--- src/rtl/ext2glp_pkg.sv ---
// shared types, constants and the sparse group table for the layout planner
// no dependencies
package ext2glp_pkg;

    localparam int BLOCK_BYTES      = 1024;
    localparam int BLOCK_SHIFT      = 10;
    localparam int DESCRIPTOR_BYTES = 32;
    localparam int FIRST_BLOCK      = 1;
    localparam int CFG_INDEX_W      = 3;
    localparam int CFG_DATA_W       = 32;

    typedef enum logic [CFG_INDEX_W-1:0] {
        REG_MIN_BLOCKS   = 3'd0,
        REG_BPG          = 3'd1,
        REG_BPI          = 3'd2,
        REG_MIN_INODES   = 3'd3,
        REG_ROOT_BLOCKS  = 3'd4,
        REG_INODE_BYTES  = 3'd5,
        REG_MAX_ITER     = 3'd6
    } cfg_reg_t;

    typedef enum logic [1:0] {
        ST_OK    = 2'd0,
        ST_SMALL = 2'd1,
        ST_MANY  = 2'd2
    } status_t;

    typedef enum logic [1:0] {
        DIV_NG  = 2'd0,
        DIV_INO = 2'd1,
        DIV_IPG = 2'd2
    } div_sel_t;

    typedef enum logic [1:0] {
        MUL_TOT  = 2'd0,
        MUL_TAB  = 2'd1,
        MUL_LAST = 2'd2
    } mul_sel_t;

    typedef enum logic [3:0] {
        S_IDLE,
        S_CHECK,
        S_WAIT_NG,
        S_TEST_NG,
        S_WAIT_INO,
        S_START_IPG,
        S_WAIT_IPG,
        S_MUL_TOT,
        S_MUL_TAB,
        S_MUL_LAST,
        S_EVAL,
        S_DECIDE,
        S_FINISH
    } state_t;

    typedef struct packed {
        logic     load_in;
        logic     div_start;
        div_sel_t div_sel;
        logic     ld_ng;
        logic     ld_ino;
        logic     ld_ipg;
        logic     ld_mul;
        mul_sel_t mul_sel;
        logic     ld_eval;
        logic     next_pass;
        logic     set_status;
        status_t  status_val;
        logic     load_out;
    } cmd_t;

    typedef struct packed {
        logic iter_done;
        logic tb_lt_min;
        logic div_done;
        logic ng_gt_limit;
        logic fits;
        logic ng_le1;
        logic out_free;
    } sts_t;

    localparam logic [31:0] POW3 [20] = '{
        32'd3, 32'd9, 32'd27, 32'd81, 32'd243, 32'd729, 32'd2187, 32'd6561,
        32'd19683, 32'd59049, 32'd177147, 32'd531441, 32'd1594323, 32'd4782969,
        32'd14348907, 32'd43046721, 32'd129140163, 32'd387420489,
        32'd1162261467, 32'd3486784401
    };
    localparam logic [31:0] POW5 [13] = '{
        32'd5, 32'd25, 32'd125, 32'd625, 32'd3125, 32'd15625, 32'd78125,
        32'd390625, 32'd1953125, 32'd9765625, 32'd48828125, 32'd244140625,
        32'd1220703125
    };
    localparam logic [31:0] POW7 [11] = '{
        32'd7, 32'd49, 32'd343, 32'd2401, 32'd16807, 32'd117649, 32'd823543,
        32'd5764801, 32'd40353607, 32'd282475249, 32'd1977326743
    };

    // groups 0, 1 and powers of 3, 5, 7 hold a superblock copy
    function automatic logic carries_super(input logic [31:0] g);
        logic hit;
        hit = (g <= 32'd1);
        for (int i = 0; i < 20; i++)
        begin
            hit = hit | (g == POW3[i]);
        end
        for (int i = 0; i < 13; i++)
        begin
            hit = hit | (g == POW5[i]);
        end
        for (int i = 0; i < 11; i++)
        begin
            hit = hit | (g == POW7[i]);
        end
        return hit;
    endfunction

endpackage

--- src/rtl/ext2glp_if.sv ---
// request and result channel interfaces of the layout planner
// no dependencies
interface ext2glp_req_if;
    logic        valid;
    logic        ready;
    logic [31:0] sector_count;
    logic [18:0] group_limit;

    modport source (output valid, output sector_count, output group_limit, input ready);
    modport sink (input valid, input sector_count, input group_limit, output ready);
endinterface

interface ext2glp_rsp_if;
    logic        valid;
    logic        ready;
    logic [1:0]  status;
    logic [30:0] block_total;
    logic [31:0] group_count;
    logic [31:0] inodes_each_group;
    logic [31:0] inode_total;
    logic [31:0] inode_table_blocks;
    logic [31:0] descriptor_blocks;
    logic [31:0] last_group_size;
    logic [31:0] last_group_overhead;

    modport source (output valid, output status, output block_total, output group_count,
        output inodes_each_group, output inode_total, output inode_table_blocks,
        output descriptor_blocks, output last_group_size, output last_group_overhead,
        input ready);
    modport sink (input valid, input status, input block_total, input group_count,
        input inodes_each_group, input inode_total, input inode_table_blocks,
        input descriptor_blocks, input last_group_size, input last_group_overhead,
        output ready);
endinterface

--- src/rtl/ext2glp_div.sv ---
// 32-bit unsigned restoring divider, one quotient bit per cycle
// no dependencies
module ext2glp_div (
    input  logic        clk,
    input  logic        rst_n,
    input  logic        start,
    input  logic [31:0] dividend,
    input  logic [31:0] divisor,
    output logic        done,
    output logic [31:0] quotient
);
    logic [31:0] q_reg, q_next;
    logic [31:0] r_reg, r_next;
    logic [31:0] d_reg, d_next;
    logic [5:0]  cnt_reg, cnt_next;
    logic        busy_reg, busy_next;
    logic        done_reg, done_next;
    logic [32:0] rtmp;

    always_comb
    begin
        q_next    = q_reg;
        r_next    = r_reg;
        d_next    = d_reg;
        cnt_next  = cnt_reg;
        busy_next = busy_reg;
        done_next = 1'b0;
        rtmp      = {r_reg, q_reg[31]};
        if (start)
        begin
            q_next    = dividend;
            r_next    = 32'd0;
            d_next    = divisor;
            cnt_next  = 6'd32;
            busy_next = 1'b1;
        end
        else if (busy_reg)
        begin
            if (rtmp >= {1'b0, d_reg})
            begin
                r_next = 32'(rtmp - {1'b0, d_reg});
                q_next = {q_reg[30:0], 1'b1};
            end
            else
            begin
                r_next = rtmp[31:0];
                q_next = {q_reg[30:0], 1'b0};
            end
            cnt_next = cnt_reg - 6'd1;
            if (cnt_reg == 6'd1)
            begin
                busy_next = 1'b0;
                done_next = 1'b1;
            end
        end
    end

    always_ff @(posedge clk or negedge rst_n)
    begin
        if (!rst_n)
        begin
            cnt_reg  <= 6'd0;
            busy_reg <= 1'b0;
            done_reg <= 1'b0;
        end
        else
        begin
            cnt_reg  <= cnt_next;
            busy_reg <= busy_next;
            done_reg <= done_next;
        end
    end

    always_ff @(posedge clk)
    begin
        q_reg <= q_next;
        r_reg <= r_next;
        d_reg <= d_next;
    end

    assign done     = done_reg;
    assign quotient = q_reg;
endmodule

--- src/rtl/ext2glp_dp.sv ---
// datapath: configuration registers, layout registers, shared divider and multiplier
// depends on ext2glp_pkg, ext2glp_if and ext2glp_div
module ext2glp_dp
    import ext2glp_pkg::*;
(
    input  logic                   clk,
    input  logic                   rst_n,
    input  logic                   cfg_we,
    input  logic [CFG_INDEX_W-1:0] cfg_index,
    input  logic [CFG_DATA_W-1:0]  cfg_wdata,
    input  cmd_t                   cmd,
    output sts_t                   sts,
    ext2glp_req_if.sink            in_ch,
    ext2glp_rsp_if.source          out_ch
);
    logic [31:0] min_blocks_reg;
    logic [16:0] bpg_reg, bpi_reg, min_inodes_reg;
    logic [7:0]  root_reg, max_iter_reg;
    logic [12:0] isz_reg;

    logic [31:0] tb_reg, ng_reg, ino_reg, ipg_reg, itot_reg, itab_reg;
    logic [31:0] gdt_reg, plast_reg, lsize_reg, lneed_reg;
    logic [18:0] limit_reg;
    logic [7:0]  iter_reg;
    status_t     status_reg;

    logic        out_valid_reg;
    logic [1:0]  o_status_reg;
    logic [30:0] o_tb_reg;
    logic [31:0] o_ng_reg, o_ipg_reg, o_itot_reg, o_itab_reg, o_gdt_reg;
    logic [31:0] o_lsize_reg, o_lneed_reg;

    logic [31:0] bpg, bpi, isz;
    logic [31:0] div_a, div_b, quot;
    logic        div_done;
    logic [31:0] mul_a, mul_b, prod;
    logic [63:0] prod_full;
    logic [31:0] tab_sum;
    logic [31:0] last, dprod, gsum, gdt_val, lneed_val;
    logic        ok;

    assign bpg = (bpg_reg == 17'd0) ? 32'd1 : {15'd0, bpg_reg};
    assign bpi = (bpi_reg == 17'd0) ? 32'd1 : {15'd0, bpi_reg};
    assign isz = (isz_reg == 13'd0) ? 32'd1 : {19'd0, isz_reg};

    always_ff @(posedge clk or negedge rst_n)
    begin
        if (!rst_n)
        begin
            min_blocks_reg <= 32'd64;
            bpg_reg        <= 17'd8192;
            bpi_reg        <= 17'd4;
            min_inodes_reg <= 17'd16;
            root_reg       <= 8'd1;
            isz_reg        <= 13'd128;
            max_iter_reg   <= 8'd8;
        end
        else if (cfg_we)
        begin
            case (cfg_reg_t'(cfg_index))
                REG_MIN_BLOCKS:  min_blocks_reg <= cfg_wdata;
                REG_BPG:         bpg_reg        <= cfg_wdata[16:0];
                REG_BPI:         bpi_reg        <= cfg_wdata[16:0];
                REG_MIN_INODES:  min_inodes_reg <= cfg_wdata[16:0];
                REG_ROOT_BLOCKS: root_reg       <= cfg_wdata[7:0];
                REG_INODE_BYTES: isz_reg        <= cfg_wdata[12:0];
                REG_MAX_ITER:    max_iter_reg   <= cfg_wdata[7:0];
                default:         ;
            endcase
        end
    end

    always_comb
    begin
        case (cmd.div_sel)
            DIV_NG:
            begin
                div_a = tb_reg - 32'(FIRST_BLOCK) + bpg - 32'd1;
                div_b = bpg;
            end
            DIV_INO:
            begin
                div_a = tb_reg;
                div_b = bpi;
            end
            default:
            begin
                div_a = ino_reg + ng_reg - 32'd1;
                div_b = ng_reg;
            end
        endcase
    end

    ext2glp_div u_div (
        .clk      (clk),
        .rst_n    (rst_n),
        .start    (cmd.div_start),
        .dividend (div_a),
        .divisor  (div_b),
        .done     (div_done),
        .quotient (quot)
    );

    always_comb
    begin
        case (cmd.mul_sel)
            MUL_TOT:
            begin
                mul_a = ipg_reg;
                mul_b = ng_reg;
            end
            MUL_TAB:
            begin
                mul_a = ipg_reg;
                mul_b = isz;
            end
            default:
            begin
                mul_a = ng_reg - 32'd1;
                mul_b = bpg;
            end
        endcase
    end

    assign prod_full = mul_a * mul_b;
    assign prod      = prod_full[31:0];
    assign tab_sum   = prod + 32'(BLOCK_BYTES - 1);

    // last group metadata need
    assign last    = ng_reg - 32'd1;
    assign dprod   = 32'(ng_reg * 32'(DESCRIPTOR_BYTES));
    assign gsum    = dprod + 32'(BLOCK_BYTES - 1);
    assign gdt_val = gsum >> BLOCK_SHIFT;
    always_comb
    begin
        lneed_val = 32'd2 + itab_reg;
        if (carries_super(last))
        begin
            lneed_val = lneed_val + 32'd1 + gdt_val;
        end
        if (last == 32'd0)
        begin
            lneed_val = lneed_val + {24'd0, root_reg};
        end
    end

    always_ff @(posedge clk)
    begin
        if (cmd.load_in)
        begin
            tb_reg    <= {1'b0, in_ch.sector_count[31:1]};
            limit_reg <= in_ch.group_limit;
        end
        else if (cmd.next_pass)
        begin
            tb_reg <= 32'(FIRST_BLOCK) + plast_reg;
        end
        if (cmd.ld_ng)
        begin
            ng_reg <= (quot == 32'd0) ? 32'd1 : quot;
        end
        if (cmd.ld_ino)
        begin
            ino_reg <= (quot < {15'd0, min_inodes_reg}) ? {15'd0, min_inodes_reg} : quot;
        end
        if (cmd.ld_ipg)
        begin
            ipg_reg <= (quot + 32'd7) & ~32'd7;
        end
        if (cmd.ld_mul)
        begin
            case (cmd.mul_sel)
                MUL_TOT: itot_reg  <= prod;
                MUL_TAB: itab_reg  <= tab_sum >> BLOCK_SHIFT;
                default: plast_reg <= prod;
            endcase
        end
        if (cmd.ld_eval)
        begin
            gdt_reg   <= gdt_val;
            lsize_reg <= tb_reg - (32'(FIRST_BLOCK) + plast_reg);
            lneed_reg <= lneed_val;
        end
    end

    always_ff @(posedge clk or negedge rst_n)
    begin
        if (!rst_n)
        begin
            iter_reg   <= 8'd0;
            status_reg <= ST_SMALL;
        end
        else
        begin
            if (cmd.load_in)
            begin
                iter_reg <= 8'd0;
            end
            else if (cmd.next_pass)
            begin
                iter_reg <= iter_reg + 8'd1;
            end
            if (cmd.set_status)
            begin
                status_reg <= cmd.status_val;
            end
        end
    end

    assign ok = (status_reg == ST_OK);

    always_ff @(posedge clk or negedge rst_n)
    begin
        if (!rst_n)
        begin
            out_valid_reg <= 1'b0;
        end
        else if (cmd.load_out)
        begin
            out_valid_reg <= 1'b1;
        end
        else if (out_ch.ready)
        begin
            out_valid_reg <= 1'b0;
        end
    end

    always_ff @(posedge clk)
    begin
        if (cmd.load_out)
        begin
            o_status_reg <= status_reg;
            o_tb_reg     <= ok ? tb_reg[30:0] : 31'd0;
            o_ng_reg     <= ok ? ng_reg : 32'd0;
            o_ipg_reg    <= ok ? ipg_reg : 32'd0;
            o_itot_reg   <= ok ? itot_reg : 32'd0;
            o_itab_reg   <= ok ? itab_reg : 32'd0;
            o_gdt_reg    <= ok ? gdt_reg : 32'd0;
            o_lsize_reg  <= ok ? lsize_reg : 32'd0;
            o_lneed_reg  <= ok ? lneed_reg : 32'd0;
        end
    end

    assign sts.iter_done   = (iter_reg >= max_iter_reg);
    assign sts.tb_lt_min   = (tb_reg < min_blocks_reg);
    assign sts.div_done    = div_done;
    assign sts.ng_gt_limit = (ng_reg > {13'd0, limit_reg});
    assign sts.fits        = (lsize_reg >= lneed_reg);
    assign sts.ng_le1      = (ng_reg <= 32'd1);
    assign sts.out_free    = !out_valid_reg || out_ch.ready;

    assign in_ch.ready                = cmd.load_in;
    assign out_ch.valid               = out_valid_reg;
    assign out_ch.status              = o_status_reg;
    assign out_ch.block_total         = o_tb_reg;
    assign out_ch.group_count         = o_ng_reg;
    assign out_ch.inodes_each_group   = o_ipg_reg;
    assign out_ch.inode_total         = o_itot_reg;
    assign out_ch.inode_table_blocks  = o_itab_reg;
    assign out_ch.descriptor_blocks   = o_gdt_reg;
    assign out_ch.last_group_size     = o_lsize_reg;
    assign out_ch.last_group_overhead = o_lneed_reg;

    a_ipg_aligned: assert property (@(posedge clk) disable iff (!rst_n)
        (cmd.ld_mul && cmd.mul_sel == MUL_TOT) |-> (ipg_reg[2:0] == 3'd0))
        else $error("inodes per group not a multiple of 8");
    a_ng_nonzero: assert property (@(posedge clk) disable iff (!rst_n)
        (cmd.div_start && cmd.div_sel == DIV_IPG) |-> (ng_reg != 32'd0))
        else $error("zero group count used as divisor");
    a_ok_fits: assert property (@(posedge clk) disable iff (!rst_n)
        (cmd.load_out && status_reg == ST_OK) |-> (lsize_reg >= lneed_reg))
        else $error("ok result with short last group");
    a_err_zero: assert property (@(posedge clk) disable iff (!rst_n)
        (cmd.load_out && status_reg != ST_OK) |=> (out_ch.group_count == 32'd0))
        else $error("error result carries nonzero fields");
endmodule

--- src/rtl/ext2glp_ctrl.sv ---
// controller state machine sequencing one layout request
// depends on ext2glp_pkg
module ext2glp_ctrl
    import ext2glp_pkg::*;
(
    input  logic clk,
    input  logic rst_n,
    input  logic in_valid,
    input  sts_t sts,
    output cmd_t cmd
);
    state_t state_reg, state_next;

    always_ff @(posedge clk or negedge rst_n)
    begin
        if (!rst_n)
        begin
            state_reg <= S_IDLE;
        end
        else
        begin
            state_reg <= state_next;
        end
    end

    always_comb
    begin
        state_next = state_reg;
        case (state_reg)
            S_IDLE:      if (in_valid) state_next = S_CHECK;
            S_CHECK:
            begin
                if (sts.iter_done || sts.tb_lt_min)
                begin
                    state_next = S_FINISH;
                end
                else
                begin
                    state_next = S_WAIT_NG;
                end
            end
            S_WAIT_NG:   if (sts.div_done) state_next = S_TEST_NG;
            S_TEST_NG:   state_next = sts.ng_gt_limit ? S_FINISH : S_WAIT_INO;
            S_WAIT_INO:  if (sts.div_done) state_next = S_START_IPG;
            S_START_IPG: state_next = S_WAIT_IPG;
            S_WAIT_IPG:  if (sts.div_done) state_next = S_MUL_TOT;
            S_MUL_TOT:   state_next = S_MUL_TAB;
            S_MUL_TAB:   state_next = S_MUL_LAST;
            S_MUL_LAST:  state_next = S_EVAL;
            S_EVAL:      state_next = S_DECIDE;
            S_DECIDE:    state_next = (sts.fits || sts.ng_le1) ? S_FINISH : S_CHECK;
            S_FINISH:    if (sts.out_free) state_next = S_IDLE;
            default:     state_next = S_IDLE;
        endcase
    end

    always_comb
    begin
        cmd = '0;
        cmd.div_sel    = DIV_NG;
        cmd.mul_sel    = MUL_TOT;
        cmd.status_val = ST_SMALL;
        case (state_reg)
            S_IDLE:
            begin
                cmd.load_in = 1'b1;
            end
            S_CHECK:
            begin
                if (sts.iter_done || sts.tb_lt_min)
                begin
                    cmd.set_status = 1'b1;
                end
                else
                begin
                    cmd.div_start = 1'b1;
                end
            end
            S_WAIT_NG:
            begin
                cmd.ld_ng = sts.div_done;
            end
            S_TEST_NG:
            begin
                cmd.div_sel = DIV_INO;
                if (sts.ng_gt_limit)
                begin
                    cmd.set_status = 1'b1;
                    cmd.status_val = ST_MANY;
                end
                else
                begin
                    cmd.div_start = 1'b1;
                end
            end
            S_WAIT_INO:
            begin
                cmd.ld_ino = sts.div_done;
            end
            S_START_IPG:
            begin
                cmd.div_sel   = DIV_IPG;
                cmd.div_start = 1'b1;
            end
            S_WAIT_IPG:
            begin
                cmd.ld_ipg = sts.div_done;
            end
            S_MUL_TOT:
            begin
                cmd.ld_mul = 1'b1;
            end
            S_MUL_TAB:
            begin
                cmd.ld_mul  = 1'b1;
                cmd.mul_sel = MUL_TAB;
            end
            S_MUL_LAST:
            begin
                cmd.ld_mul  = 1'b1;
                cmd.mul_sel = MUL_LAST;
            end
            S_EVAL:
            begin
                cmd.ld_eval = 1'b1;
            end
            S_DECIDE:
            begin
                if (sts.fits)
                begin
                    cmd.set_status = 1'b1;
                    cmd.status_val = ST_OK;
                end
                else if (sts.ng_le1)
                begin
                    cmd.set_status = 1'b1;
                end
                else
                begin
                    cmd.next_pass = 1'b1;
                end
            end
            S_FINISH:
            begin
                cmd.load_out = sts.out_free;
            end
            default: ;
        endcase
    end

    a_one_div: assert property (@(posedge clk) disable iff (!rst_n)
        cmd.div_start |=> !cmd.div_start)
        else $error("divider restarted while busy");
    a_accept_idle: assert property (@(posedge clk) disable iff (!rst_n)
        (cmd.load_in && in_valid) |=> (state_reg == S_CHECK))
        else $error("accepted transaction not started");
    a_out_from_finish: assert property (@(posedge clk) disable iff (!rst_n)
        cmd.load_out |=> (state_reg == S_IDLE))
        else $error("result loaded outside finish");
endmodule

--- src/rtl/ext2_group_layout_planner.sv ---
// A request is accepted, worked in layout passes, and its result is then loaded. Each
// full pass runs three 32-bit divisions through one shared divider at one quotient bit
// per cycle, then three multiply steps and two evaluation steps. A pass that stops on
// the size check or the group limit is shorter. A request makes up to max_iterations
// passes. One request is worked at a time. The next is accepted once the result is
// loaded into the output register, while that result may still wait.
// top level: joins ext2glp_ctrl and ext2glp_dp; depends on ext2glp_pkg, ext2glp_if
module ext2_group_layout_planner
    import ext2glp_pkg::*;
(
    input  logic                   clk,
    input  logic                   rst_n,
    ext2glp_req_if.sink            in_ch,
    ext2glp_rsp_if.source          out_ch,
    input  logic                   cfg_we,
    input  logic [CFG_INDEX_W-1:0] cfg_index,
    input  logic [CFG_DATA_W-1:0]  cfg_wdata
);
    cmd_t cmd;
    sts_t sts;

    ext2glp_ctrl u_ctrl (
        .clk      (clk),
        .rst_n    (rst_n),
        .in_valid (in_ch.valid),
        .sts      (sts),
        .cmd      (cmd)
    );

    ext2glp_dp u_dp (
        .clk       (clk),
        .rst_n     (rst_n),
        .cfg_we    (cfg_we),
        .cfg_index (cfg_index),
        .cfg_wdata (cfg_wdata),
        .cmd       (cmd),
        .sts       (sts),
        .in_ch     (in_ch),
        .out_ch    (out_ch)
    );
endmodule

--- src/flat_wrapper.sv ---
// flat-port wrapper written by rule: the top's interface ports become plain ports
module ext2_group_layout_planner_flat import ext2glp_pkg::*;
  (clk, rst_n, cfg_we, cfg_index, cfg_wdata, in_ch_valid, in_ch_sector_count, in_ch_group_limit, in_ch_ready, out_ch_valid, out_ch_status, out_ch_block_total, out_ch_group_count, out_ch_inodes_each_group, out_ch_inode_total, out_ch_inode_table_blocks, out_ch_descriptor_blocks, out_ch_last_group_size, out_ch_last_group_overhead, out_ch_ready);
  ext2glp_req_if in_ch_i ();
  ext2glp_rsp_if out_ch_i ();
  input  logic clk;
  input  logic rst_n;
  input  logic cfg_we;
  input  logic [CFG_INDEX_W-1:0] cfg_index;
  input  logic [CFG_DATA_W-1:0] cfg_wdata;
  input wire logic [$bits(in_ch_i.valid)-1:0] in_ch_valid;
  input wire logic [$bits(in_ch_i.sector_count)-1:0] in_ch_sector_count;
  input wire logic [$bits(in_ch_i.group_limit)-1:0] in_ch_group_limit;
  output wire logic [$bits(in_ch_i.ready)-1:0] in_ch_ready;
  output wire logic [$bits(out_ch_i.valid)-1:0] out_ch_valid;
  output wire logic [$bits(out_ch_i.status)-1:0] out_ch_status;
  output wire logic [$bits(out_ch_i.block_total)-1:0] out_ch_block_total;
  output wire logic [$bits(out_ch_i.group_count)-1:0] out_ch_group_count;
  output wire logic [$bits(out_ch_i.inodes_each_group)-1:0] out_ch_inodes_each_group;
  output wire logic [$bits(out_ch_i.inode_total)-1:0] out_ch_inode_total;
  output wire logic [$bits(out_ch_i.inode_table_blocks)-1:0] out_ch_inode_table_blocks;
  output wire logic [$bits(out_ch_i.descriptor_blocks)-1:0] out_ch_descriptor_blocks;
  output wire logic [$bits(out_ch_i.last_group_size)-1:0] out_ch_last_group_size;
  output wire logic [$bits(out_ch_i.last_group_overhead)-1:0] out_ch_last_group_overhead;
  input wire logic [$bits(out_ch_i.ready)-1:0] out_ch_ready;
  assign in_ch_i.valid = in_ch_valid;
  assign in_ch_i.sector_count = in_ch_sector_count;
  assign in_ch_i.group_limit = in_ch_group_limit;
  assign in_ch_ready = in_ch_i.ready;
  assign out_ch_valid = out_ch_i.valid;
  assign out_ch_status = out_ch_i.status;
  assign out_ch_block_total = out_ch_i.block_total;
  assign out_ch_group_count = out_ch_i.group_count;
  assign out_ch_inodes_each_group = out_ch_i.inodes_each_group;
  assign out_ch_inode_total = out_ch_i.inode_total;
  assign out_ch_inode_table_blocks = out_ch_i.inode_table_blocks;
  assign out_ch_descriptor_blocks = out_ch_i.descriptor_blocks;
  assign out_ch_last_group_size = out_ch_i.last_group_size;
  assign out_ch_last_group_overhead = out_ch_i.last_group_overhead;
  assign out_ch_i.ready = out_ch_ready;
  ext2_group_layout_planner u_core (.clk(clk), .rst_n(rst_n), .in_ch(in_ch_i), .out_ch(out_ch_i), .cfg_we(cfg_we), .cfg_index(cfg_index), .cfg_wdata(cfg_wdata));
endmodule
--- config.mk ---
export PLATFORM = sky130hd
export DESIGN_NAME = ext2_group_layout_planner_flat
export DESIGN_NICKNAME = d
export VERILOG_FILES = /design/src/rtl/ext2glp_pkg.sv /design/src/rtl/ext2glp_if.sv /design/src/rtl/ext2glp_div.sv /design/src/rtl/ext2glp_dp.sv /design/src/rtl/ext2glp_ctrl.sv /design/src/rtl/ext2_group_layout_planner.sv /design/src/flat_wrapper.sv
export SDC_FILE = /design/constraint.sdc
export NUM_CORES = 2
export LEC_CHECK = 0
export BUFFER_PORTS_ARGS = -buffer_cell sky130_fd_sc_hd__clkbuf_2
export CAP_MARGIN = 20
export CELL_PAD_IN_SITES_DETAIL_PLACEMENT = 1
export CELL_PAD_IN_SITES_GLOBAL_PLACEMENT = 2
export CORE_ASPECT_RATIO = 0.9
export CORE_MARGIN = 1.5
export CORE_UTILIZATION = 41
export CTS_BUF_LIST = sky130_fd_sc_hd__clkbuf_8
export DETAILED_ROUTE_END_ITERATION = 7
export PLACE_DENSITY_LB_ADDON = 0.15
export SYNTH_ARGS = -nofsm -noshare
export SYNTH_HDL_FRONTEND = slang
export SYNTH_SLANG_ARGS = --single-unit
--- constraint.sdc ---
create_clock -name clk -period 17.9 [get_ports clk]
set_clock_uncertainty 0.05 [all_clocks]
set_input_delay 3.58 -clock clk [delete_from_list [all_inputs] [get_ports clk]]
set_output_delay 3.58 -clock clk [all_outputs]
set_load 0.02 [all_outputs]
==> Word level (Yosys, flattened, before mapping) <==
Index checks and enable logic that the tools add are counted.
{ "word_totals": {"in_bits": 91, "reg_bits": 781, "elab_cells": 270, "out_inout_bits": 259} }
{ "classes": {"n_eq_ne": 70, "mux": 59, "n_addsub": 18, "order_cmp": 8, "n_reduce_logical": 30, "bitwise": 45, "n_mul": 1} }
{ "ops": {"columns": ["cell", "n"], "rows": [
  ["case mux 32 bit (2 select lines)", 3],
  ["two-way mux 32 bit", 5],
  ["subtractor 32 x 1 -> 32 bit (second input constant)", 4],
  ["equality test 32 x 12 -> 1 bit (second input constant)", 3],
  ["equality test 32 x 26 -> 1 bit (second input constant)", 3],
  ["equality test 32 x 31 -> 1 bit (second input constant)", 3],
  ["adder 32 x 10 -> 32 bit (second input constant)", 2],
  ["equality test 32 x 10 -> 1 bit (second input constant)", 2],
  ["equality test 32 x 15 -> 1 bit (second input constant)", 2],
  ["equality test 32 x 17 -> 1 bit (second input constant)", 2],
  ["equality test 32 x 20 -> 1 bit (second input constant)", 2],
  ["equality test 32 x 21 -> 1 bit (second input constant)", 2],
  ["equality test 32 x 23 -> 1 bit (second input constant)", 2],
  ["equality test 32 x 24 -> 1 bit (second input constant)", 2],
  ["equality test 32 x 29 -> 1 bit (second input constant)", 2],
  ["equality test 32 x 3 -> 1 bit (second input constant)", 2],
  ["equality test 32 x 5 -> 1 bit (second input constant)", 2],
  ["equality test 32 x 7 -> 1 bit (second input constant)", 2],
  ["<= comparator 32 x 1 -> 1 bit (second input constant)", 2],
  ["zero test 32 bit", 2],
  ["subtractor 32 bit", 2],
  ["two-way mux 31 bit", 2],
  ["case mux 4 bit (13 select lines)", 1],
  ["two-way mux 17 bit", 3],
  ["other kinds (63)", 174]
]} }

==> Depth between registers and ports, before layout <==
{ "logic_depth": {"depth_word": 49, "depth_mapped": 39, "mapped_depth_nobuf": 35} }

==> Modules after synthesis <==
Synthesis repeated with hierarchy kept, for this count alone.
{ "unflattened": {"hier_cells": 6596, "area_unflattened_um2": 63614.8} }
{ "modules_own_cells": {"columns": ["module", "n_inst", "cells_per_inst", "area_each_um2"], "rows": [
  ["ext2glp_dp", 1, 5966, 57178.6],
  ["ext2glp_div", 1, 564, 5957.0],
  ["ext2glp_ctrl", 1, 66, 479.2]
]} }

==> Least setup slack after synthesis <==
No wires, ideal clock.
{ "synth_path": {"path_kind": "input to register", "from": "input port out_ch_ready", "to": "register u_core.u_dp.o_tb_reg[0] (netlist: u_core.u_dp.out_ch.block_total[0]), enable pin", "cell_stages": 2, "path_buffers": 0, "t_arrival_ps": 14521, "setup_slack_ps": 2439, "setup_time_ps": 891, "path_cell_list": "inv_1 -> a21oi_1"} }
{ "synth_rtl": {"columns": ["element", "line_no", "rtl"], "rows": [
  ["from (decl)", "flat_wrapper.sv:25", "input wire logic [$bits(out_ch_i.ready)-1:0] out_ch_ready;"],
  ["to (signal assigned)", "ext2glp_dp.sv:233", "o_tb_reg <= ok ? tb_reg[30:0] : 31'd0;"],
  ["to (decl)", "ext2glp_dp.sv:29", "logic [30:0] o_tb_reg;"]
]} }

==> Worst setup path in the final report <==
{ "layout_path": {"from": "register u_core.u_dp.ng_reg[0]", "to": "register u_core.u_dp.itab_reg[21] (data pin)"} }
{ "layout_via": {"elab_chain_len": 4, "elab_cells_between_ends": 5, "classes_between": "add/sub: 2; mul: 1; mux: 2"} }
{ "layout_rtl": {"columns": ["element", "line_no", "rtl"], "rows": [
  ["from (decl)", "ext2glp_dp.sv:21", "logic [31:0] tb_reg, ng_reg, ino_reg, ipg_reg, itot_reg, itab_reg;"],
  ["from (signal assigned)", "ext2glp_dp.sv:160", "ng_reg <= (quot == 32'd0) ? 32'd1 : quot;"],
  ["subtractor 32 x 1 -> 32 bit", "ext2glp_dp.sv:119", "mul_a = ng_reg - 32'd1;"],
  ["two-way mux 32 bit", "ext2glp_dp.sv:106", "case (cmd.mul_sel)"],
  ["multiplier 32 x 32 -> 32 bit (*)", "ext2glp_dp.sv:125", "assign prod_full = mul_a * mul_b;"],
  ["named net u_core.u_dp.prod_full[21]", "ext2glp_dp.sv:37", "logic [63:0] prod_full;"],
  ["adder 32 x 10 -> 32 bit (*)", "ext2glp_dp.sv:127", "assign tab_sum = prod + 32'(BLOCK_BYTES - 1);"],
  ["named net u_core.u_dp.tab_sum[31]", "ext2glp_dp.sv:38", "logic [31:0] tab_sum;"],
  ["to (signal assigned)", "ext2glp_dp.sv:174", "MUL_TAB: itab_reg <= tab_sum >> BLOCK_SHIFT;"],
  ["to (decl)", "ext2glp_dp.sv:21", null]
]} }
The timed path passes the listed nets; every way through them passes the cells marked *.
A chain may end at the register's enable or synchronous reset.

==> impl_metrics.ini <==
[timing]
slew_violations = 0
setup_violations = 0
post-route-min-period_ns = 12.53
setup_tns_ns = 0
fin_crit_sh = 0.700
max_freq_mhz = 79.8
hold_viol_final = 0
slew_headroom = 0.171
tightestPinTransition_ns = 1.23
rsz0062_at_grt = false

[synth]
ys_seq_elements = 767
avgSynthCellArea_um2 = 9.57
synth_top_flop_cell = edfxtp_1
syn_inst = 6517
ys_types = 106
yosysSeqAreaShare = 0.353
ys_warn_count = 0
synth-edff-count = 599
ys_async_sr_fraction = 0.176
syn_area_um2 = 62400

[global_routing]
grt_max_degree = 142
grt_overflow = 0
grt_pass1_wl_um = 375000
antenna_found_initial = 43
grt_usage = 0.336
grt_pass1_vias = 52371

[clocking]
clk_latency_ns = 0.89
cts_buffers = 139
cts_setup_buffers = 0
ctsHoldBuffers = 0
clkTransAtPathRegs_ns = 0.07
cts_resized = 0
clockBufferDepth = 3
cts_tree = yes
cts_root_buf = clkbuf_8
numClockSinks = 767
h-tree-depth = 4

[setup_path]
path_common_cell = inv_1
r2r_slack_ns = 5.37
r2r-start = u_core.u_dp.ng_reg[0]
cp.arrival_ns = 13.06
cp_top_family = adder cells
critPathCaptureType = flop
path_class = flop to flop
rr_endpoint = u_core.u_dp.itab_reg[21]
cp.required_ns = 18.43
crit_slowest_cell = or4b_2
cp_max_fo = 23
r2r_cells = 37
crit_buf_inv = 12
cp-start-kind = flop
slowest_delay_ns = 0.68

[detailed_routing]
wire_per_inst_um = 29.3
drc_errors = 0
via_per_inst = 5.84
routed_wirelength_um = 263000
drt_iter0_drc = 5232
dr.pass1.iters = 8
ant_nets = 0
num_vias = 52351

[placement]
place_inst = 8696
dp_hpwl_um = 204000
numPortBuffers = 318
dpl-instance-area_um2 = 66600
gp_congestion = 0.970

[finish]
drive_above_1_share = 0.124
fillCellCount = 17289
syn2layout_area_growth_pct = 11.4
final_area_um2 = 69500
layout.cells.non_filler = 8961
final_util = 0.461
layout.nets = 7790

[floorplanning]
die_width_um = 414
core-area_um2 = 151000
start_util = 0.414
ios = 350
dieArea_um2 = 155000
die_y_um = 373
num_rows = 135

[outcome]
status = finished, final reports clean

[min_path]
holdCritPathClass = flop to flop
min_from = u_core.u_dp.itot_reg[7]
hold_path_end = u_core.u_dp.out_ch.inode_total[7]
hold_path_depth = 1

[flow_run]
maxCapViolCount = 0
## stage by stage
step	hold slack (ns)	setup slack, ns
after floorplan	0.395	2.44
after global placement	0.425	5.81
after detailed placement	0.440	5.71
after CTS	0.421	5.63
after global routing	0.432	5.10
final	0.424	5.37
## cell usage after synthesis (all sizes together), types with 55 or more instances
cell    instances  area share
buf            59      0.0066
inv           874       0.053
a21o          132       0.016
nor2b          55      0.0055
nand4          73      0.0075
nand3         164       0.013
nor3          222       0.018
and2          188       0.019
fa            414        0.13
xnor2         254       0.036
mux2           84       0.015
o21ai         207       0.017
dfrtp         127       0.051
nor2          425       0.026
nor4           95       0.010
nand2         709       0.043
clkbuf        281       0.017
and3           73      0.0073
xor2          111       0.016
edfxtp        599        0.29
a21oi         237       0.019
ha            432       0.087
## kinds of logic (layout without fill, tap and decap cells)
family / Yosys count / in the layout / synth area share
compound gates: 1015 / 1015 / 0.109
xor+xnor: 367 / 367 / 0.0522
fa+ha+maj: 846 / 846 / 0.219
buf+inv: 1229 / 1611 / 0.0770
flops: 767 / 767 / 0.353
mux: 101 / 101 / 0.0182
other cells: 2 / 78 / 0.000120
simple gates: 2190 / 2190 / 0.171
## cells in the final DEF (no fill, tap or decap), drive strengths merged, types with 21 or more instances in the layout
cell / count
a21o: 132
nand2b: 44
a21oi: 237
or2: 27
nor2: 425
clkbuf: 465
and3: 73
xor2: 111
nor2b: 55
a211oi: 45
edfxtp: 599
nand3: 164
dfxtp: 33
ha: 432
a31oi: 45
o22ai: 24
inv: 933
conb: 70
nor3: 222
xnor2: 254
and2: 188
o211ai: 29
nand2: 709
buf: 150
or3: 30
o21ai: 207
o311ai: 22
nor4: 95
mux2: 84
clkinv: 53
a221oi: 28
fa: 414
or4: 23
a311oi: 24
nand4: 73
o21a: 30
o31ai: 21
dfrtp: 127
## layout make-up
| class | count | area [um2] | area share |
|---|---|---|---|
| multi-input combinational | 4589 | 36100 | 0.519 |
| timing repair buffer | 467 | 2750 | 0.0395 |
| antenna | 8 | 20.0 | 0.000288 |
| sequential | 767 | 22000 | 0.317 |
| clock inverter | 107 | 752 | 0.0108 |
| tap | 1986 | 2480 | 0.0358 |
| inverter | 889 | 3340 | 0.0481 |
| clock buffer | 148 | 2040 | 0.0293 |
## how the worst max path moves through the flow
stage                                from                                 to  cells past startpoint  slack [ns]
floorplan                    out_ch_ready  u_core.u_dp.out_ch.block_total[0]                      2        2.44
global placement    u_core.u_dp.ng_reg[0]           u_core.u_dp.itab_reg[21]                     37        5.81
detailed placement  u_core.u_dp.ng_reg[0]           u_core.u_dp.itab_reg[21]                     37        5.71
CTS                 u_core.u_dp.ng_reg[0]           u_core.u_dp.itab_reg[21]                     37        5.63
global route        u_core.u_dp.ng_reg[0]           u_core.u_dp.itab_reg[21]                     37        5.10
finish              u_core.u_dp.ng_reg[0]           u_core.u_dp.itab_reg[21]                     37        5.37
## per-layer routing
metal / GRT usage / vias to the layer above / share of wire
met2: 0.506 / 2250 / 0.44
li1: - / 22895 / -
met1: 0.483 / 26765 / 0.44
met3: 0.0598 / 423 / 0.083
met4: 0.118 / 18 / 0.038
met5: 0 / - / 0.00048
Power is not shown: default switching activity piles up to over one toggle a cycle in this logic, so the estimate is an artifact.
